`config.mk`:
```
export PLATFORM = sky130hd
export DESIGN_NAME = cubic_bezier_point_sampler
export DESIGN_NICKNAME = d
export VERILOG_FILES = /design/src/design/cbps_pkg.sv /design/src/design/cbps_ctrl.sv /design/src/design/cbps_dpath.sv /design/src/design/cubic_bezier_point_sampler.sv
export SDC_FILE = /design/constraint.sdc
export NUM_CORES = 2
export LEC_CHECK = 0
export ABC_CLOCK_PERIOD_IN_PS = 9500
export BUFFER_PORTS_ARGS = -buffer_cell sky130_fd_sc_hd__buf_2
export CORE_AREA = 4 4 363 365
export CTS_CLUSTER_DIAMETER = 120
export DETAILED_ROUTE_END_ITERATION = 8
export DIE_AREA = 0 0 367 369
export HOLD_SLACK_MARGIN = 0.02
export PLACE_DENSITY = 0.7
export SLEW_MARGIN = 40
export SYNTH_ARGS = -nofsm -noshare
export SYNTH_HDL_FRONTEND = slang
export SYNTH_SLANG_ARGS = --single-unit
```
`constraint.sdc`:
```
create_clock -name clk -period 9.5 [get_ports clk]
set_input_delay 0.475 -clock clk [delete_from_list [all_inputs] [get_ports clk]]
set_output_delay 0.475 -clock clk [all_outputs]
set_load 0.02 [all_outputs]
```
`src/design/cbps_pkg.sv`:
```
// Shared types and constants for the cubic Bezier point sampler.
// No dependencies; every other file of the block imports this package.
package cbps_pkg;

    localparam int MAX_STEPS_DEF  = 64;
    localparam int COORD_BITS_DEF = 16;

    // Width of the step count field and of the point index.
    localparam int CNT_BITS = 7;
    // s^3 and every Bernstein weight fit in three count widths.
    localparam int DEN_BITS = 3 * CNT_BITS;

    // Commands from the controller to the datapath.
    typedef struct packed {
        logic       load;       // capture control points and clamped count
        logic       den_sq;     // s*s
        logic       den_cube;   // s*s*s
        logic       wgt_sq;     // (s-i)^2 and i^2
        logic       wgt_cube;   // the four cubic weights
        logic       acc_clr;    // clear product and accumulator registers
        logic       mul_en;     // register weight times coordinate
        logic       add_en;     // add registered product into accumulator
        logic [1:0] sel;        // control point taken by the multiplier
        logic       div_init;   // load divider from accumulator
        logic       div_step;   // one quotient bit
        logic       out_load;   // move finished point into output register
        logic       idx_inc;    // advance to next point
    } cmd_t;

    // Status from the datapath to the controller.
    typedef struct packed {
        logic s_zero;    // clamped count is zero
        logic last;      // current point is the final one of the run
        logic out_free;  // output register can take a point this cycle
    } stat_t;

endpackage

```
`src/design/cbps_ctrl.sv`:
```
// Controller of the cubic Bezier point sampler: sequences weight, MAC and
// divide steps per point. Depends on cbps_pkg.
module cbps_ctrl #(
    parameter int COORD_BITS = cbps_pkg::COORD_BITS_DEF
) (
    input  logic            clk,
    input  logic            rst_n,
    input  logic            in_valid,
    output logic            in_ready,
    output cbps_pkg::cmd_t  cmd,
    input  cbps_pkg::stat_t stat
);
    import cbps_pkg::*;

    localparam int NUM_BITS = DEN_BITS + COORD_BITS;
    localparam int DIV_CW   = $clog2(NUM_BITS);

    typedef enum logic [3:0] {
        IDLE, DEN_SQ, DEN_CUBE, WGT_SQ, WGT_CUBE, MAC, DIV_INIT, DIV, OUT
    } state_t;

    state_t              state_reg, state_next;
    logic [2:0]          mac_reg, mac_next;
    logic [DIV_CW-1:0]   div_reg, div_next;

    always_comb
    begin
        state_next = state_reg;
        mac_next   = mac_reg;
        div_next   = div_reg;
        cmd        = '0;
        in_ready   = 1'b0;
        case (state_reg)
            IDLE:
            begin
                in_ready = 1'b1;
                if (in_valid)
                begin
                    cmd.load   = 1'b1;
                    state_next = DEN_SQ;
                end
            end
            DEN_SQ:
            begin
                cmd.den_sq = 1'b1;
                state_next = stat.s_zero ? IDLE : DEN_CUBE;
            end
            DEN_CUBE:
            begin
                cmd.den_cube = 1'b1;
                state_next   = WGT_SQ;
            end
            WGT_SQ:
            begin
                cmd.wgt_sq = 1'b1;
                state_next = WGT_CUBE;
            end
            WGT_CUBE:
            begin
                cmd.wgt_cube = 1'b1;
                cmd.acc_clr  = 1'b1;
                mac_next     = '0;
                state_next   = MAC;
            end
            MAC:
            begin
                // four products, the last one added in the cycle after its product is registered
                cmd.mul_en = (mac_reg != 3'd4);
                cmd.add_en = 1'b1;
                cmd.sel    = mac_reg[1:0];
                mac_next   = mac_reg + 3'd1;
                if (mac_reg == 3'd4)
                begin
                    state_next = DIV_INIT;
                end
            end
            DIV_INIT:
            begin
                cmd.div_init = 1'b1;
                div_next     = '0;
                state_next   = DIV;
            end
            DIV:
            begin
                cmd.div_step = 1'b1;
                div_next     = div_reg + 1'b1;
                if (div_reg == DIV_CW'(NUM_BITS - 1))
                begin
                    state_next = OUT;
                end
            end
            OUT:
            begin
                if (stat.out_free)
                begin
                    cmd.out_load = 1'b1;
                    if (stat.last)
                    begin
                        state_next = IDLE;
                    end
                    else
                    begin
                        cmd.idx_inc = 1'b1;
                        state_next  = WGT_SQ;
                    end
                end
            end
            default:
            begin
                state_next = IDLE;
            end
        endcase
    end

    always_ff @(posedge clk or negedge rst_n)
    begin
        if (!rst_n)
        begin
            state_reg <= IDLE;
            mac_reg   <= '0;
            div_reg   <= '0;
        end
        else
        begin
            state_reg <= state_next;
            mac_reg   <= mac_next;
            div_reg   <= div_next;
        end
    end

endmodule

```
`src/design/cbps_dpath.sv`:
```
// Datapath of the cubic Bezier point sampler: weights, x/y MAC lanes,
// bit-serial dividers and the output register. Depends on cbps_pkg.
module cbps_dpath #(
    parameter int MAX_STEPS  = cbps_pkg::MAX_STEPS_DEF,
    parameter int COORD_BITS = cbps_pkg::COORD_BITS_DEF
) (
    input  logic                             clk,
    input  logic                             rst_n,
    input  cbps_pkg::cmd_t                   cmd,
    output cbps_pkg::stat_t                  stat,
    input  logic signed [COORD_BITS-1:0]     in_x [4],
    input  logic signed [COORD_BITS-1:0]     in_y [4],
    input  logic [cbps_pkg::CNT_BITS-1:0]    in_cnt,
    input  logic                             out_ready,
    output logic                             out_valid,
    output logic signed [COORD_BITS-1:0]     out_x,
    output logic signed [COORD_BITS-1:0]     out_y,
    output logic                             out_last
);
    import cbps_pkg::*;

    localparam int NUM_BITS = DEN_BITS + COORD_BITS;
    localparam int ACC_BITS = NUM_BITS + 1;

    // One restoring-division step: returns {remainder, quotient shifter}.
    function automatic logic [DEN_BITS+NUM_BITS-1:0] div_step(
        input logic [DEN_BITS-1:0] rem,
        input logic [NUM_BITS-1:0] quo,
        input logic [DEN_BITS-1:0] den
    );
        logic [DEN_BITS:0]   sh;
        logic [DEN_BITS+1:0] diff;
        sh   = {rem, quo[NUM_BITS-1]};
        diff = {1'b0, sh} - {2'b00, den};
        if (diff[DEN_BITS+1])
        begin
            return {sh[DEN_BITS-1:0], quo[NUM_BITS-2:0], 1'b0};
        end
        return {diff[DEN_BITS-1:0], quo[NUM_BITS-2:0], 1'b1};
    endfunction

    logic signed [COORD_BITS-1:0] x_reg [4];
    logic signed [COORD_BITS-1:0] y_reg [4];
    logic [CNT_BITS-1:0]          s_reg, idx_reg;
    logic [2*CNT_BITS-1:0]        den_sq_reg, a_sq_reg, i_sq_reg;
    logic [DEN_BITS-1:0]          den_reg;
    logic [DEN_BITS-1:0]          w_reg [4];
    logic signed [ACC_BITS-1:0]   prod_x_reg, prod_y_reg, acc_x_reg, acc_y_reg;
    logic [DEN_BITS-1:0]          rem_x_reg, rem_y_reg;
    logic [NUM_BITS-1:0]          quo_x_reg, quo_y_reg;
    logic                         neg_x_reg, neg_y_reg;
    logic signed [COORD_BITS-1:0] out_x_reg, out_y_reg;
    logic                         out_last_reg, out_valid_reg;

    logic [CNT_BITS-1:0]          s_next, a_val;
    logic [DEN_BITS+1:0]          w1_full, w2_full, w1_3, w2_3;
    logic [DEN_BITS-1:0]          w0_val, w3_val;
    logic signed [DEN_BITS:0]     op_w;
    logic signed [ACC_BITS-1:0]   prod_x, prod_y, neg_acc_x, neg_acc_y;
    logic [NUM_BITS-1:0]          mag_x, mag_y;
    logic [DEN_BITS+NUM_BITS-1:0] step_x, step_y;
    logic [COORD_BITS-1:0]        q_x, q_y, res_x, res_y;

    always_comb
    begin
        // clamp the requested count
        if (int'(in_cnt) > MAX_STEPS)
        begin
            s_next = CNT_BITS'(MAX_STEPS);
        end
        else
        begin
            s_next = in_cnt;
        end

        a_val   = s_reg - idx_reg;
        w0_val  = a_sq_reg * a_val;
        w3_val  = i_sq_reg * idx_reg;
        w1_full = a_sq_reg * idx_reg;
        w2_full = i_sq_reg * a_val;
        w1_3    = w1_full + {w1_full[DEN_BITS:0], 1'b0};
        w2_3    = w2_full + {w2_full[DEN_BITS:0], 1'b0};

        op_w    = {1'b0, w_reg[cmd.sel]};
        prod_x  = op_w * x_reg[cmd.sel];
        prod_y  = op_w * y_reg[cmd.sel];

        neg_acc_x = -acc_x_reg;
        neg_acc_y = -acc_y_reg;
        mag_x = acc_x_reg[ACC_BITS-1] ? neg_acc_x[NUM_BITS-1:0] : acc_x_reg[NUM_BITS-1:0];
        mag_y = acc_y_reg[ACC_BITS-1] ? neg_acc_y[NUM_BITS-1:0] : acc_y_reg[NUM_BITS-1:0];

        step_x = div_step(rem_x_reg, quo_x_reg, den_reg);
        step_y = div_step(rem_y_reg, quo_y_reg, den_reg);

        // truncate toward zero: divide magnitudes, then restore the sign
        q_x   = quo_x_reg[COORD_BITS-1:0];
        q_y   = quo_y_reg[COORD_BITS-1:0];
        res_x = neg_x_reg ? (~q_x + 1'b1) : q_x;
        res_y = neg_y_reg ? (~q_y + 1'b1) : q_y;
    end

    always_ff @(posedge clk or negedge rst_n)
    begin
        if (!rst_n)
        begin
            s_reg         <= '0;
            idx_reg       <= '0;
            out_valid_reg <= 1'b0;
        end
        else
        begin
            if (cmd.load)
            begin
                s_reg   <= s_next;
                idx_reg <= CNT_BITS'(1);
            end
            else if (cmd.idx_inc)
            begin
                idx_reg <= idx_reg + 1'b1;
            end
            if (cmd.out_load)
            begin
                out_valid_reg <= 1'b1;
            end
            else if (out_ready)
            begin
                out_valid_reg <= 1'b0;
            end
        end
    end

    always_ff @(posedge clk)
    begin
        if (cmd.load)
        begin
            x_reg <= in_x;
            y_reg <= in_y;
        end
        if (cmd.den_sq)
        begin
            den_sq_reg <= s_reg * s_reg;
        end
        if (cmd.den_cube)
        begin
            den_reg <= den_sq_reg * s_reg;
        end
        if (cmd.wgt_sq)
        begin
            a_sq_reg <= a_val * a_val;
            i_sq_reg <= idx_reg * idx_reg;
        end
        if (cmd.wgt_cube)
        begin
            w_reg[0] <= w0_val;
            w_reg[1] <= w1_3[DEN_BITS-1:0];
            w_reg[2] <= w2_3[DEN_BITS-1:0];
            w_reg[3] <= w3_val;
        end
        if (cmd.acc_clr)
        begin
            prod_x_reg <= '0;
            prod_y_reg <= '0;
            acc_x_reg  <= '0;
            acc_y_reg  <= '0;
        end
        else
        begin
            if (cmd.mul_en)
            begin
                prod_x_reg <= prod_x;
                prod_y_reg <= prod_y;
            end
            if (cmd.add_en)
            begin
                acc_x_reg <= acc_x_reg + prod_x_reg;
                acc_y_reg <= acc_y_reg + prod_y_reg;
            end
        end
        if (cmd.div_init)
        begin
            rem_x_reg <= '0;
            rem_y_reg <= '0;
            quo_x_reg <= mag_x;
            quo_y_reg <= mag_y;
            neg_x_reg <= acc_x_reg[ACC_BITS-1];
            neg_y_reg <= acc_y_reg[ACC_BITS-1];
        end
        else if (cmd.div_step)
        begin
            {rem_x_reg, quo_x_reg} <= step_x;
            {rem_y_reg, quo_y_reg} <= step_y;
        end
        if (cmd.out_load)
        begin
            out_x_reg    <= res_x;
            out_y_reg    <= res_y;
            out_last_reg <= (idx_reg == s_reg);
        end
    end

    assign stat.s_zero   = (s_reg == '0);
    assign stat.last     = (idx_reg == s_reg);
    assign stat.out_free = !out_valid_reg || out_ready;

    assign out_valid = out_valid_reg;
    assign out_x     = out_x_reg;
    assign out_y     = out_y_reg;
    assign out_last  = out_last_reg;

endmodule

```
`src/design/cubic_bezier_point_sampler.sv`:
```
// Top level of the cubic Bezier point sampler: stream ports, field packing,
// controller and datapath. Depends on cbps_pkg, cbps_ctrl and cbps_dpath.
//
//  channel  direction  transaction carries
//  -------  ---------  ----------------------------------------------------
//  s_*      in         four control points and a step count (one curve)
//  m_*      out        one sampled point; tlast marks the final point
//
// Each point runs the weight, MAC, divide and output states in turn. The
// bit-serial divider takes one quotient bit per cycle over 21 + COORD_BITS
// bits; x and y run in parallel lanes. A zero count returns to idle from the
// s*s step with no output transaction. Reset clears the controller, the clamped
// step count, the point index and output valid; nothing else needs clearing.
// A stalled output holds the point; the controller waits in its output state,
// and s_tready rises again once the last point has moved to the output register.
module cubic_bezier_point_sampler #(
    parameter int MAX_STEPS  = cbps_pkg::MAX_STEPS_DEF,
    parameter int COORD_BITS = cbps_pkg::COORD_BITS_DEF,
    localparam int IN_W      = 8 * COORD_BITS + cbps_pkg::CNT_BITS,
    localparam int IN_DW     = ((IN_W + 7) / 8) * 8,
    localparam int OUT_DW    = ((2 * COORD_BITS + 7) / 8) * 8
) (
    input  logic              clk,
    input  logic              rst_n,
    input  logic              s_tvalid,
    output logic              s_tready,
    // start_x, start_y, ctrl1_x, ctrl1_y, ctrl2_x, ctrl2_y, end_x, end_y,
    // step_count, zero fill
    input  logic [IN_DW-1:0]  s_tdata,
    output logic              m_tvalid,
    input  logic              m_tready,
    // point_x, point_y, zero fill
    output logic [OUT_DW-1:0] m_tdata,
    // last_point
    output logic              m_tlast
);
    import cbps_pkg::*;

    cmd_t                         cmd;
    stat_t                        stat;
    logic signed [COORD_BITS-1:0] in_x [4];
    logic signed [COORD_BITS-1:0] in_y [4];
    logic [CNT_BITS-1:0]          in_cnt;
    logic signed [COORD_BITS-1:0] point_x, point_y;

    // Unpack the control points: even fields are x, odd fields are y.
    for (genvar j = 0; j < 4; j++)
    begin : g_unpack
        assign in_x[j] = s_tdata[(2*j)*COORD_BITS +: COORD_BITS];
        assign in_y[j] = s_tdata[(2*j+1)*COORD_BITS +: COORD_BITS];
    end
    assign in_cnt = s_tdata[8*COORD_BITS +: CNT_BITS];

    cbps_ctrl #(
        .COORD_BITS (COORD_BITS)
    ) u_ctrl (
        .clk      (clk),
        .rst_n    (rst_n),
        .in_valid (s_tvalid),
        .in_ready (s_tready),
        .cmd      (cmd),
        .stat     (stat)
    );

    cbps_dpath #(
        .MAX_STEPS  (MAX_STEPS),
        .COORD_BITS (COORD_BITS)
    ) u_dpath (
        .clk       (clk),
        .rst_n     (rst_n),
        .cmd       (cmd),
        .stat      (stat),
        .in_x      (in_x),
        .in_y      (in_y),
        .in_cnt    (in_cnt),
        .out_ready (m_tready),
        .out_valid (m_tvalid),
        .out_x     (point_x),
        .out_y     (point_y),
        .out_last  (m_tlast)
    );

    // Pack the point, zero fill on top.
    assign m_tdata = OUT_DW'({point_y, point_x});

    // Never overwrite a point that has not been taken.
    a_no_overwrite: assert property (@(posedge clk) disable iff (!rst_n)
        cmd.out_load |-> (!m_tvalid || m_tready))
        else $error("output register overwritten while stalled");

    // An accepted curve keeps the input closed for at least the next cycle.
    a_busy_after_accept: assert property (@(posedge clk) disable iff (!rst_n)
        (s_tvalid && s_tready) |=> !s_tready)
        else $error("input reopened right after a transaction");

    // Never advance past the final point of a run.
    a_idx_in_range: assert property (@(posedge clk) disable iff (!rst_n)
        cmd.idx_inc |-> !stat.last)
        else $error("point index advanced past the step count");

    // The final point leaves the output register only with tlast.
    a_last_closes_run: assert property (@(posedge clk) disable iff (!rst_n)
        (cmd.out_load && stat.last) |=> (m_tvalid && m_tlast))
        else $error("final point loaded without tlast");

endmodule

```
==> results.py <==
metrics = {
    "outcome": {
        "run_status": "finished clean",
    },
    "power": {
        "clockPowerShare": 0.382,
        "vdd_drop_max_uv": 126,
        "switchingPower_mw": 2.08,
        "combPwrFrac": 0.190,
        "seq_power_share": 0.427,
        "power.total_mw": 7.31,
        "intPower_mw": 5.22,
        "swShare": 0.285,
        "powerDensity_nw_per_um2": 94.5,
        "p_leak_nw": 36.8,
    },
    "route": {
        "drtIter0Drc": 4270,
        "avgViaCountPerCell": 5.61,
        "wl_per_cell_um": 18.9,
        "drc_errors": 0,
        "vias": 54600,
        "drt_wl_total_mm": 184,
        "drt_first_pass_iters": 6,
        "antenna_left": 0,
    },
    "clock_network": {
        "clock_sinks": 603,
        "clock_latency_ns": 0.69,
        "cts_made_buffers": 72,
        "cts_tree": "done",
        "cts.clk_slew.worst_paths_ns": 0.06,
        "root_buffer": "clkbuf_16",
        "clk_path_buf_depth": 3,
        "htree_levels": 3,
    },
    "floorplanning": {
        "die_width_um": 367,
        "die_area_um2": 135000,
        "rows": 132,
        "coreArea_um2": 129000,
        "initial_core_util": 0.546,
        "fp.dieH_um": 369,
        "io_pins": 175,
    },
    "synthesis": {
        "synth_area_um2": 70300,
        "yosys-top-cells-area": "fa_1 (24%), edfxtp_1 (16%), ha_1 (12%), nand2_1 (6.5%), inv_1 (6.0%)",
        "synth_edf_count": 381,
        "ys_types": 80,
        "netlist_instances": 7761,
        "syn_avg_cell_area_um2": 9.06,
        "synth_common_cells": "nand2_1 (1227), inv_1 (1115), fa_1 (859), ha_1 (695), nor2_1 (495)",
        "synth_top_area_share": 0.245,
        "synth-seq-area-share": 0.228,
        "yosys.area.top_type": "fa_1",
        "ys.flop_type": "edfxtp_1",
        "async_flop_share": 0.0464,
        "synth.ff_latch_count": 603,
        "yosysMostFrequentCell": "nand2_1",
        "yosysWarnings": 0,
    },
    "sta": {
        "fmax_mhz": 111,
        "slew_viol_final": 0,
        "worst_pin_slew_ns": 0.907,
        "slew_headroom": 0.391,
        "hold_viol_final": 0,
        "setup_viol": 0,
        "finalCritPeriodShare": 0.951,
        "final.setup.worst_slack_ns": 0.468,
        "skew_ns": 0.0299,
        "rsz0062_at_grt": "no",
        "setup-tns-final_ns": 0,
        "whs_ns": 0.0677,
        "fin_crit_ns": 9.03,
    },
    "layout": {
        "fin_cells": 9736,
        "synthToLayoutAreaGrowth_pct": 9.95,
        "largest_register_ffs": 84,
        "fill_cells": 11100,
        "num-nets-final": 9696,
        "drive_gt1_frac": 0.0655,
    },
    "setup_path": {
        "critPathMostFrequentCell": "fa_1",
        "end_kind": "flop",
        "critPathLaunchType": "flop",
        "crit_required_ns": 10.05,
        "cpPeakStageDelay_ns": 0.57,
        "cp_top_family": "adder cells",
        "slowest_stage": "fa_1",
        "path_max_fanout": 21,
        "path_buf_inv": 7,
        "crit_type": "flop to flop",
        "worstPathArrival_ns": 9.58,
    },
    "placement": {
        "post-place-ws_ns": 0.469,
        "dpl.hpwl_mm": 140,
        "port_buffers": 173,
        "place_inst": 9468,
        "place_congestion": 0.943,
    },
    "global_routing": {
        "grt_pass1_vias": 55600,
        "grt_pass1_wl_mm": 297,
        "grtUsageTotal": 0.273,
        "grt_max_degree": 102,
        "antenna_found_initial": 3,
        "grt-ovfl-total": 0,
    },
    "min_path": {
        "hold_path_class": "input port to flop",
    },
    "run": {
        "drv_cap": 0,
    },
}
## power by group through the flow
stage | registers, mW | clock network (mW) | logic, mW
floorplan | 3.11 | 0 | 1.08
global placement | 3.17 | 0 | 1.29
detailed placement | 3.18 | 0 | 1.33
CTS | 3.12 | 2.84 | 1.38
global route | 3.14 | 2.96 | 1.57
finish | 3.12 | 2.79 | 1.39
## path summary, 6_finish.rpt
path | slack (ns) | to | depth (start not counted) | start
max | 0.47 | u_dpath.prod_y_reg[32]$_SDFFE_PP0P_ | 32 | u_ctrl.state_reg[3]$_DFFE_PN0P_
min | 0.07 | u_dpath.s_reg[4]$_DFFE_PN0P_ | 3 | s_tdata[132]
max reg2reg | 0.47 | u_dpath.prod_y_reg[32]$_SDFFE_PP0P_ | 32 | u_ctrl.state_reg[3]$_DFFE_PN0P_
max in group asynchronous | 8.64 | u_ctrl.mac_reg[2]$_DFFE_PN0P_ | 2 | rst_n
min reg2reg | 0.46 | u_dpath.prod_x_reg[22]$_SDFFE_PP0P_ | 2 | u_dpath.prod_x_reg[22]$_SDFFE_PP0P_
min in group asynchronous | 0.38 | u_dpath.out_valid$_DFFE_PN0P_ | 2 | rst_n
## routing by layer
| layer | vias up | routed length, um | track usage | share of wire |
|---|---|---|---|---|
| met4 | 0 | 7700 | 0.104 | 0.042 |
| met5 | - | 0 | 0 | 0 |
| li1 | 25700 | - | - | - |
| met2 | 1811 | 87000 | 0.457 | 0.47 |
| met1 | 26800 | 76500 | 0.359 | 0.42 |
| met3 | 400 | 12600 | 0.0411 | 0.068 |
## placed cells by master, fill, tap and decap left out, types with 20 or more instances in the layout
cell type,n
a211oi_1,40
a21o_1,118
a21oi_1,305
a31oi_1,28
and2_1,272
and3_1,30
buf_2,173
buf_4,159
clkbuf_1,21
clkbuf_16,73
conb_1,21
dfrtp_1,28
dfxtp_1,193
dlygate4sd3_1,130
edfxtp_1,381
fa_1,859
ha_1,695
inv_1,1114
mux2i_1,20
mux4_2,21
nand2_1,1221
nand2b_1,52
nand3_1,118
nand4_1,26
nor2_1,493
nor2b_1,82
nor3_1,86
o21a_1,78
o21ai_0,353
o21ai_1,33
o21bai_1,53
o31ai_1,43
o41ai_1,23
or3_1,26
xnor2_1,230
xor2_1,175
## area by class of cell
cell class | count | area (um^2) | share of cell area
Sequential cell | 603 | 16000 | 0.207
Antenna cell | 2 | 5.00 | 0.0000647
Timing Repair Buffer | 470 | 3500 | 0.0452
Multi-Input combinational cell | 5734 | 49100 | 0.635
Tap cell | 1675 | 2100 | 0.0271
Clock buffer | 97 | 1950 | 0.0252
Inverter | 1121 | 4220 | 0.0545
Clock inverter | 34 | 422 | 0.00545
## kinds of logic after synthesis
kind of cell / count (synthesis) / synth area share
flops: 603 / 0.228
mux: 44 / 0.0101
xor+xnor: 410 / 0.0513
buf+inv: 1443 / 0.0770
fa+ha+maj: 1554 / 0.368
other cells: 2 / 0.000107
simple gates: 2485 / 0.158
compound gates: 1220 / 0.108
## timing repair
| item | CTS | global route |
|---|---|---|
| resized for setup | 0 | 2 |
| endpoints found under the setup margin | 0 | 4 |
| hold endpoints to repair | 157 | 0 |
| buffers inserted | 0 | 5 |
| hold buffers | 130 | 0 |
## worst min-delay path, cell delays in order
cell and delay (ns):
buf_2 0.08, nand3b_1 0.06, o21ai_0 0.07
## through the flow
stage               cell area (um^2)  utilization
floorplan                      70400            -
global placement               73500        0.571
detailed placement             73600        0.571
CTS                            77300        0.600
global route                   77300        0.600
finish                         77300        0.600
No activity file was read; power rests on OpenSTA's default activity.
